## src/rtl/nfpa_pkg.sv

```systemverilog
// Shared types and constants for the next-fit pool allocator.
`default_nettype none

package nfpa_pkg;

    localparam int POOL_DEPTH = 4096;
    localparam int UNIT_BYTES = 16;
    localparam int UNIT_SHIFT = $clog2(UNIT_BYTES);
    localparam int ADDR_W     = $clog2(POOL_DEPTH);
    localparam int LEN_W      = 13;
    localparam int STEP_W     = ADDR_W + 1;
    localparam int BYTES_W    = 16;

    localparam logic OP_ALLOC = 1'b0;
    localparam logic OP_FREE  = 1'b1;

    typedef struct packed {
        logic [LEN_W-1:0]  used;
        logic [LEN_W-1:0]  free;
        logic [ADDR_W-1:0] next;
    } hdr_t;

    typedef struct packed {
        logic              en;
        logic              we;
        logic [ADDR_W-1:0] addr;
        hdr_t              wdata;
    } mem_req_t;

    typedef struct packed {
        logic              valid;
        logic              ok;
        logic [ADDR_W-1:0] payload;
    } resp_t;

    typedef enum logic [2:0] {
        ST_IDLE,
        ST_INIT,
        ST_AREAD,
        ST_AWALK,
        ST_AFRESH,
        ST_APREV,
        ST_FWALK,
        ST_FTGT
    } state_t;

endpackage

`default_nettype wire

```

## src/rtl/nfpa_walker.sv

```systemverilog
// Request sequencer: walks the block list in header memory and edits it.
`default_nettype none

module nfpa_walker
(
    input  wire logic                           clk,
    input  wire logic                           rst_n,
    input  wire logic                           in_valid,
    output      logic                           in_ready,
    input  wire logic                           in_op,
    input  wire logic [nfpa_pkg::BYTES_W-1:0]   in_bytes,
    input  wire logic [nfpa_pkg::ADDR_W-1:0]    in_addr,
    input  wire logic [nfpa_pkg::LEN_W-1:0]     pool_units,
    input  wire nfpa_pkg::hdr_t                 rdata,
    output      nfpa_pkg::mem_req_t             mem_req,
    output      nfpa_pkg::resp_t                resp,
    input  wire logic                           resp_ready
);

    localparam int AW = nfpa_pkg::ADDR_W;
    localparam int LW = nfpa_pkg::LEN_W;
    localparam int SW = nfpa_pkg::STEP_W;
    localparam int BYTES_W_SUM = nfpa_pkg::BYTES_W + 1;

    nfpa_pkg::state_t state_reg, state_next;
    logic             resp_pend_reg;
    logic             resp_pend_next;
    logic             started_reg;
    logic [AW-1:0]    recent_reg;
    logic [AW-1:0]    p_reg;
    logic [AW-1:0]    fresh_reg;
    logic [AW-1:0]    target_reg;
    logic [LW-1:0]    need_reg;
    logic [SW-1:0]    steps_reg;
    nfpa_pkg::hdr_t   hold_reg;
    logic             ok_reg;
    logic [AW-1:0]    pay_reg;

    logic [BYTES_W_SUM-1:0] byte_sum;
    logic [LW-1:0]    in_need;
    logic [AW-1:0]    in_target;
    logic             steps_left;
    logic             a_cont;
    logic             a_fit;
    logic             f_cont;
    logic             f_hit;
    logic [LW-1:0]    units_clamped;
    logic             busy;

    assign byte_sum  = BYTES_W_SUM'(in_bytes) + BYTES_W_SUM'(nfpa_pkg::UNIT_BYTES - 1);
    assign in_need   = LW'(byte_sum >> nfpa_pkg::UNIT_SHIFT) + LW'(1);
    assign in_target = in_addr - AW'(1);

    assign steps_left = (steps_reg < SW'(nfpa_pkg::POOL_DEPTH));
    assign a_fit      = (rdata.free >= need_reg);
    assign a_cont     = (rdata.next != recent_reg) && !a_fit && steps_left;
    assign f_hit      = (rdata.next == target_reg);
    assign f_cont     = !f_hit && (rdata.next != recent_reg) && steps_left;

    always_comb
    begin
        units_clamped = pool_units;
        if (pool_units < LW'(2))
        begin
            units_clamped = LW'(2);
        end
        else if (pool_units > LW'(nfpa_pkg::POOL_DEPTH))
        begin
            units_clamped = LW'(nfpa_pkg::POOL_DEPTH);
        end
    end

    assign busy = resp_pend_reg && !resp_ready;

    always_comb
    begin
        state_next = state_reg;
        unique case (state_reg)
            nfpa_pkg::ST_IDLE:
            begin
                if (in_valid && !busy)
                begin
                    if (in_op == nfpa_pkg::OP_ALLOC)
                    begin
                        state_next = started_reg ? nfpa_pkg::ST_AWALK : nfpa_pkg::ST_INIT;
                    end
                    else if (started_reg && (in_target != '0))
                    begin
                        state_next = nfpa_pkg::ST_FWALK;
                    end
                end
            end
            nfpa_pkg::ST_INIT:   state_next = nfpa_pkg::ST_AREAD;
            nfpa_pkg::ST_AREAD:  state_next = nfpa_pkg::ST_AWALK;
            nfpa_pkg::ST_AWALK:
            begin
                if (!a_cont)
                begin
                    state_next = a_fit ? nfpa_pkg::ST_AFRESH : nfpa_pkg::ST_IDLE;
                end
            end
            nfpa_pkg::ST_AFRESH: state_next = nfpa_pkg::ST_APREV;
            nfpa_pkg::ST_APREV:  state_next = nfpa_pkg::ST_IDLE;
            nfpa_pkg::ST_FWALK:
            begin
                if (!f_cont)
                begin
                    state_next = f_hit ? nfpa_pkg::ST_FTGT : nfpa_pkg::ST_IDLE;
                end
            end
            nfpa_pkg::ST_FTGT:   state_next = nfpa_pkg::ST_IDLE;
            default:             state_next = nfpa_pkg::ST_IDLE;
        endcase
    end

    always_comb
    begin
        mem_req = '0;
        in_ready = (state_reg == nfpa_pkg::ST_IDLE) && !busy;
        unique case (state_reg)
            nfpa_pkg::ST_IDLE:
            begin
                if (in_valid && !busy && started_reg
                    && ((in_op == nfpa_pkg::OP_ALLOC) || (in_target != '0)))
                begin
                    mem_req.en   = 1'b1;
                    mem_req.addr = recent_reg;
                end
            end
            nfpa_pkg::ST_INIT:
            begin
                mem_req.en         = 1'b1;
                mem_req.we         = 1'b1;
                mem_req.addr       = '0;
                mem_req.wdata.used = LW'(1);
                mem_req.wdata.free = units_clamped - LW'(1);
                mem_req.wdata.next = '0;
            end
            nfpa_pkg::ST_AREAD:
            begin
                mem_req.en   = 1'b1;
                mem_req.addr = p_reg;
            end
            nfpa_pkg::ST_AWALK:
            begin
                if (a_cont)
                begin
                    mem_req.en   = 1'b1;
                    mem_req.addr = rdata.next;
                end
            end
            nfpa_pkg::ST_AFRESH:
            begin
                mem_req.en         = 1'b1;
                mem_req.we         = 1'b1;
                mem_req.addr       = fresh_reg;
                mem_req.wdata.used = need_reg;
                mem_req.wdata.free = hold_reg.free - need_reg;
                mem_req.wdata.next = hold_reg.next;
            end
            nfpa_pkg::ST_APREV:
            begin
                mem_req.en         = 1'b1;
                mem_req.we         = 1'b1;
                mem_req.addr       = p_reg;
                mem_req.wdata.used = (fresh_reg == p_reg) ? need_reg : hold_reg.used;
                mem_req.wdata.free = '0;
                mem_req.wdata.next = fresh_reg;
            end
            nfpa_pkg::ST_FWALK:
            begin
                if (f_cont || f_hit)
                begin
                    mem_req.en   = 1'b1;
                    mem_req.addr = rdata.next;
                end
            end
            nfpa_pkg::ST_FTGT:
            begin
                mem_req.en         = 1'b1;
                mem_req.we         = 1'b1;
                mem_req.addr       = p_reg;
                mem_req.wdata.used = hold_reg.used;
                mem_req.wdata.free = hold_reg.free + rdata.used + rdata.free;
                mem_req.wdata.next = rdata.next;
            end
            default:
            begin
                mem_req = '0;
            end
        endcase
    end

    always_comb
    begin
        resp_pend_next = resp_pend_reg && !resp_ready;
        unique case (state_reg)
            nfpa_pkg::ST_IDLE:
            begin
                if (in_valid && !busy && (in_op == nfpa_pkg::OP_FREE)
                    && (!started_reg || (in_target == '0)))
                begin
                    resp_pend_next = 1'b1;
                end
            end
            nfpa_pkg::ST_AWALK:
            begin
                if (!a_cont && !a_fit)
                begin
                    resp_pend_next = 1'b1;
                end
            end
            nfpa_pkg::ST_APREV:
            begin
                resp_pend_next = 1'b1;
            end
            nfpa_pkg::ST_FWALK:
            begin
                if (!f_cont && !f_hit)
                begin
                    resp_pend_next = 1'b1;
                end
            end
            nfpa_pkg::ST_FTGT:
            begin
                resp_pend_next = 1'b1;
            end
            default:
            begin
                resp_pend_next = resp_pend_reg && !resp_ready;
            end
        endcase
    end

    assign resp = {resp_pend_reg, ok_reg, pay_reg};

    always_ff @(posedge clk or negedge rst_n)
    begin
        if (!rst_n)
        begin
            state_reg     <= nfpa_pkg::ST_IDLE;
            resp_pend_reg <= 1'b0;
            started_reg   <= 1'b0;
            recent_reg    <= '0;
        end
        else
        begin
            state_reg     <= state_next;
            resp_pend_reg <= resp_pend_next;
            unique case (state_reg)
                nfpa_pkg::ST_INIT:
                begin
                    started_reg <= 1'b1;
                    recent_reg  <= '0;
                end
                nfpa_pkg::ST_APREV:
                begin
                    recent_reg <= fresh_reg;
                end
                nfpa_pkg::ST_FTGT:
                begin
                    recent_reg <= p_reg;
                end
                default:
                begin
                end
            endcase
        end
    end

    always_ff @(posedge clk)
    begin
        unique case (state_reg)
            nfpa_pkg::ST_IDLE:
            begin
                if (in_valid && !busy)
                begin
                    need_reg   <= in_need;
                    target_reg <= in_target;
                    p_reg      <= recent_reg;
                    steps_reg  <= '0;
                    ok_reg     <= 1'b0;
                    pay_reg    <= '0;
                end
            end
            nfpa_pkg::ST_INIT:
            begin
                p_reg <= '0;
            end
            nfpa_pkg::ST_AWALK:
            begin
                hold_reg  <= rdata;
                fresh_reg <= p_reg + rdata.used[AW-1:0];
                if (a_cont)
                begin
                    p_reg     <= rdata.next;
                    steps_reg <= steps_reg + SW'(1);
                end
            end
            nfpa_pkg::ST_APREV:
            begin
                ok_reg  <= 1'b1;
                pay_reg <= fresh_reg + AW'(1);
            end
            nfpa_pkg::ST_FWALK:
            begin
                hold_reg <= rdata;
                if (f_cont)
                begin
                    p_reg     <= rdata.next;
                    steps_reg <= steps_reg + SW'(1);
                end
            end
            nfpa_pkg::ST_FTGT:
            begin
                ok_reg <= 1'b1;
            end
            default:
            begin
                ok_reg <= ok_reg;
            end
        endcase
    end

endmodule

`default_nettype wire

```

## config.mk

```make
export PLATFORM = sky130hd
export DESIGN_NAME = nfpa_walker
export DESIGN_NICKNAME = d
export VERILOG_FILES = /design/src/rtl/nfpa_pkg.sv /design/src/rtl/nfpa_walker.sv
export SDC_FILE = /design/constraint.sdc
export NUM_CORES = 1
export LEC_CHECK = 0
export BUFFER_PORTS_ARGS = -buffer_cell sky130_fd_sc_hd__buf_4
export CORE_ASPECT_RATIO = 0.5
export CORE_MARGIN = 10
export CORE_UTILIZATION = 34
export DETAILED_ROUTE_END_ITERATION = 8
export SLEW_MARGIN = 20
export SYNTH_ARGS = -nofsm -noshare
export SYNTH_HDL_FRONTEND = slang
export SYNTH_SLANG_ARGS = --single-unit
```

## constraint.sdc

```tcl
create_clock -name clk -period 3.5 [get_ports clk]
set_input_delay 0.35 -clock clk [delete_from_list [all_inputs] [get_ports clk]]
set_output_delay 0.35 -clock clk [all_outputs]
set_load 0.01 [all_outputs]
```

* Yosys cells after proc, flatten, opt, wreduce, memory -nomap -nowiden *
Index checks and enable logic that the tools add are counted.

word-level totals
  logic and storage cells = 127
  bits in registers = 130
  input bits = 84
  memory bits (writable) = 0
  bits in read-only memories = 0
  output and inout port bits = 67
  bits in latches = 0
  memories = 0

cells by class
  $lt $le $gt $ge = 4
  reduce and logical (&&, ||, !) cells = 43
  multipliers = 0
  mux-type cells = 39
  shifts and indexed selects = 0
  bitwise gates (word level) = 1
  $add $sub $neg = 10
  equal/unequal tests = 16
  divide/modulo/power cells = 0

operators with widths
  operator                                                                       count
  38-bit one-hot mux with 4 select lines                                         1
  12-bit 2-to-1 mux                                                              7
  13-bit 2-to-1 mux                                                              6
  12-bit one-hot mux with 6 select lines                                         1
  12-bit one-hot mux with 4 select lines                                         1
  13-bit one-hot mux with 3 select lines                                         1
  12-bit one-hot mux with 3 select lines                                         1
  13-bit by 1-bit adder with 13-bit output, second input constant                2
  13-bit adder                                                                   2
  12-bit equality test                                                           2
  12-bit one-hot mux with 2 select lines                                         1
  3-bit 2-to-1 mux                                                               7
  3-bit one-hot mux with 7 select lines                                          1
  16-bit by 4-bit adder with 17-bit output, second input constant                1
  1-bit logical AND                                                              14
  13-bit greater-or-equal comparator                                             1
  13-bit greater-than comparator, second input constant                          1
  13-bit less-than comparator, second input constant                             1
  13-bit by 2-bit less-than comparator with 1-bit output, second input constant  1
  13-bit by 1-bit subtractor with 13-bit output, second input constant           1
  13-bit subtractor                                                              1
  12-bit by 1-bit adder with 12-bit output, second input constant                1
  12-bit adder                                                                   1
  3-bit equality test, second input constant                                     4
  25 further kinds                                                               53

* Logic depth before layout (Yosys ltp) *
  depth after elaboration = 8
  gate-level depth with buffers = 11
  depth with buffers taken out = 11

* Least setup slack after synthesis *
Ideal clock, no wire load.

  path kind = reg2reg
  start = reg need_reg[6]
  end = reg p_reg[0], enable pin
  arrival time = 2.834 ns
  required time = 3.104 ns
  cell stages (with the launch flop) = 9
  setup time = 0.396 ns
  setup slack = 0.270 ns
  path buffers = 0
  clock period less this slack = 3.230 ns
  path through = edfxtp_1 > inv_1 > ha_1 > and3_1 > a2111oi_0 > a41oi_1 > nand2b_1 > a221o_1 > nor3_1

between the ends
  word-level cells in the longest chain between the ends = 6

ends and longest elaborated chain
  item                                line                RTL
  from (decl)                         nfpa_walker.sv:33   logic [LW-1:0] need_reg;
  from (signal assigned)              nfpa_walker.sv:278  need_reg <= in_need;
  13-bit greater-or-equal comparator  nfpa_walker.sv:55   assign a_fit = (rdata.free >= need_reg);
  1-bit logical NOT                   nfpa_walker.sv:56   assign a_cont = (rdata.next != recent_reg) && !a_fit && steps_left;
  1-bit logical AND (2 in series)     nfpa_walker.sv:56
  2-bit inequality test (no line)     n/a
  4-bit AND reduction (no line)       n/a
  to (signal assigned)                nfpa_walker.sv:280  p_reg <= recent_reg;
  to (signal assigned)                nfpa_walker.sv:296  p_reg <= rdata.next;
  to (signal assigned)                nfpa_walker.sv:310  p_reg <= rdata.next;
  to (decl)                           nfpa_walker.sv:30   logic [AW-1:0] p_reg;

No other way between the ends.
A chain may end at the register's enable or synchronous reset.

==> results.py <==
metrics = {
    "status": {
        "outcome": "finished, violations left",
        "violations": "negative setup slack",
    },
    "synth": {
        "synthCells": 968,
        "synthAdderAreaFrac": 0.103,
        "synth_seq_area_share": 0.404,
        "synth_area_um2": 9450,
        "synth_edf_count": 113,
        "yosysMostFrequentCell": "edfxtp_1",
        "avgSynthCellArea_um2": 9.76,
        "synth_top_family_by_area": "simple AND/OR/NAND/NOR gates",
        "synth_common_cells": "edfxtp_1 (113), nand2_1 (99), nor2_1 (93), xor2_1 (69), a21oi_1 (55)",
        "synthXorXnorAreaFrac": 0.102,
        "ys_ff_latch": 130,
        "yosysTopAreaCell": "edfxtp_1",
        "yosysWarnings": 0,
        "synth_area_leaders": "edfxtp_1 (36%), ha_1 (7.0%), xor2_1 (6.4%)",
        "synth_mux_area_frac": 0.0244,
        "synth-compound-area-share": 0.156,
        "synthArstFlopShare": 0.131,
        "yosys.area_share.simple": 0.171,
        "netlist.area_leader.share": 0.359,
        "synth_flop_cell": "edfxtp_1",
        "yosys.cell_types.count": 72,
        "synth_nets": 1120,
    },
    "grt": {
        "grt_pass1_vias": 8261,
        "grt_max_degree": 52,
        "grt-ovfl-total": 0,
        "grt_first_pass_wirelength_um": 47200,
        "antenna_found_initial": 0,
        "grtUsageTotal": 0.173,
    },
    "die": {
        "rows": 43,
        "start_util": 0.343,
        "io-pin-count": 151,
        "dieWidth_um": 256,
        "die-area_um2": 35300,
        "die_h_um": 138,
        "core_area_um2": 27500,
    },
    "cells_and_area": {
        "diodes": 0,
        "multiInputGateArea_um2": 5370,
        "finalCoreUtilization": 0.430,
        "largest_register_ffs": 38,
        "nets": 1287,
        "fillers": 2710,
        "syn2layout_area_growth_pct": 25.5,
        "regArea_um2": 3820,
        "layout-drive-gt1-share": 0.216,
    },
    "sta": {
        "tightest_slew_ps": 1090,
        "fin_crit_sh": 1.02,
        "fin_setup_tns_ps": -111,
        "skew_ps": 8.03,
        "setup_viol": 2,
        "hold_ws_ps": 105,
        "fin_crit_ps": 3580,
        "slew_viol_final": 0,
        "timing.slew.headroom": 0.267,
        "setup_slack_ps": -78.6,
        "rsz0062_at_grt": "yes",
        "hold_viol_final": 0,
        "max_freq_mhz": 279,
    },
    "critical_path": {
        "startpoint_type": "flip-flop",
        "crit_arrival_ps": 3230,
        "crit_type": "reg -> out",
        "worstPathRequired_ps": 3150,
        "crit_path_end_kind": "output port",
        "critPathMaxFanout": 2,
    },
    "placed_design": {
        "pre_cts_slack_ps": -3.64,
        "portBuffers": 150,
        "place.gp.congestion": 0.918,
        "detailed_place_hpwl_um": 23900,
    },
    "cts": {
        "ctsLongestPathBuffers": 2,
        "cts.sinks": 130,
        "h-tree-depth": 4,
        "cts_buffers": 17,
        "clk_pin_slew_worst_paths_ps": 60,
        "cts_tree": "built",
        "root_buffer": "clkbuf_16",
        "clk_latency_ps": 440,
    },
    "power": {
        "total_leakage_power_nw": 4.88,
        "ir_worst_vdd_mv": 0.451,
        "power_density_nw_per_um2": 864,
    },
    "job": {
        "drv_cap": 0,
    },
    "detailed_routing": {
        "drtIter0Drc": 639,
        "routedWlPerCell_um": 20.6,
        "first_pass_iters": 5,
        "antenna_left": 0,
        "routed_wl_um": 31500,
        "vias": 8197,
        "drc_errors": 0,
        "viasPerCell": 5.36,
    },
    "hold_path": {
        "hold_path_class": "in -> reg",
    },
}
[where the power goes]
part           internal (mW)  leakage [nW]  switching [mW]
clock network           1.13         0.279           0.716
logic                   2.27          3.32            3.08
registers               2.48          1.28           0.564
[cell families after synthesis]
family                     count (synthesis)
xor gates and xnor gates                 109
DFF                                      130
and+or+nand+nor                          336
adders and majority gates                 69
buffers and inverters                     84
muxes                                     23
AOI/OAI and AO/OA                        217
[metal layers]
metal	share of wire	vias up	GRT usage	routed length, µm
met5	0	-	0	0
met4	0.024	0	0.0595	758
met3	0.057	48	0.0380	1780
met2	0.49	256	0.296	15300
met1	0.43	4015	0.216	13600
li1	-	3878	-	-
[area by class of cell]
class / count / area share
Sequential cell: 130 / 0.322
Tap cell: 382 / 0.0403
Inverter: 43 / 0.0136
Clock buffer: 19 / 0.0374
Clock inverter: 13 / 0.0133
Multi-Input combinational cell: 755 / 0.453
Timing Repair Buffer: 188 / 0.121
[path summary, 6_finish.rpt]
kind                              start            end  slack [ps]  depth (start not counted)
hold reg to reg             started_reg    started_reg         530                          1
min in group asynchronous         rst_n  recent_reg[9]         380                          2
hold / removal                rdata[37]   hold_reg[37]         100                          1
max in group asynchronous         rst_n  recent_reg[1]        2890                          2
setup / recovery           hold_reg[13]    mem_req[23]         -80                         12
setup reg to reg            need_reg[6]   steps_reg[7]         350                         10
[metrics by stage]
step           instances  instance area (µm²)  power [mW]
6_report            1530                11900        10.2
3_5_place_dp        1491                11100        8.21
2_1_floorplan        968                 9450        6.22
3_3_place_gp        1491                11100        8.11
4_1_cts             1527                11800        10.2
5_1_grt             1530                11900        10.9
[layout by cell type, fill, tap and decap left out, drive strengths merged, types with 16 or more instances in the layout]
cell / netlist / routed
mux2i: 23 / 23
a21oi: 55 / 55
buf: 11 / 187
xor2: 70 / 70
inv: 42 / 44
nor3: 19 / 19
nor4: 16 / 16
dfrtp: 17 / 17
o21ai: 47 / 47
clkbuf: 30 / 19
nand2: 99 / 99
nand3: 33 / 33
nor2: 93 / 93
xnor2: 39 / 39
ha: 53 / 53
edfxtp: 113 / 113
[worst max-delay path, stage by stage (launching register included)]
cell	delay, ps
edfxtp_1	410
fa_1	450
ha_2	210
fa_2	380
a21oi_4	160
o21ai_2	90
a2111oi_2	310
buf_4	170
o41ai_2	70
xor2_1	150
a21oi_1	140
nand3_1	110
buf_6	140
[repair_timing]
| item | 4_1_cts | 5_1_grt |
|---|---|---|
| setup buffers | 3 | 2 |
| setup endpoints to repair | 17 | 18 |
| gates cloned | 0 | 1 |
| hold buffers | 1 | 0 |
| endpoints found under the hold margin | 17 | 0 |
| gates resized for setup | 16 | 15 |
| pin swaps | 14 | 18 |
Power figures use the tool's default switching activity.
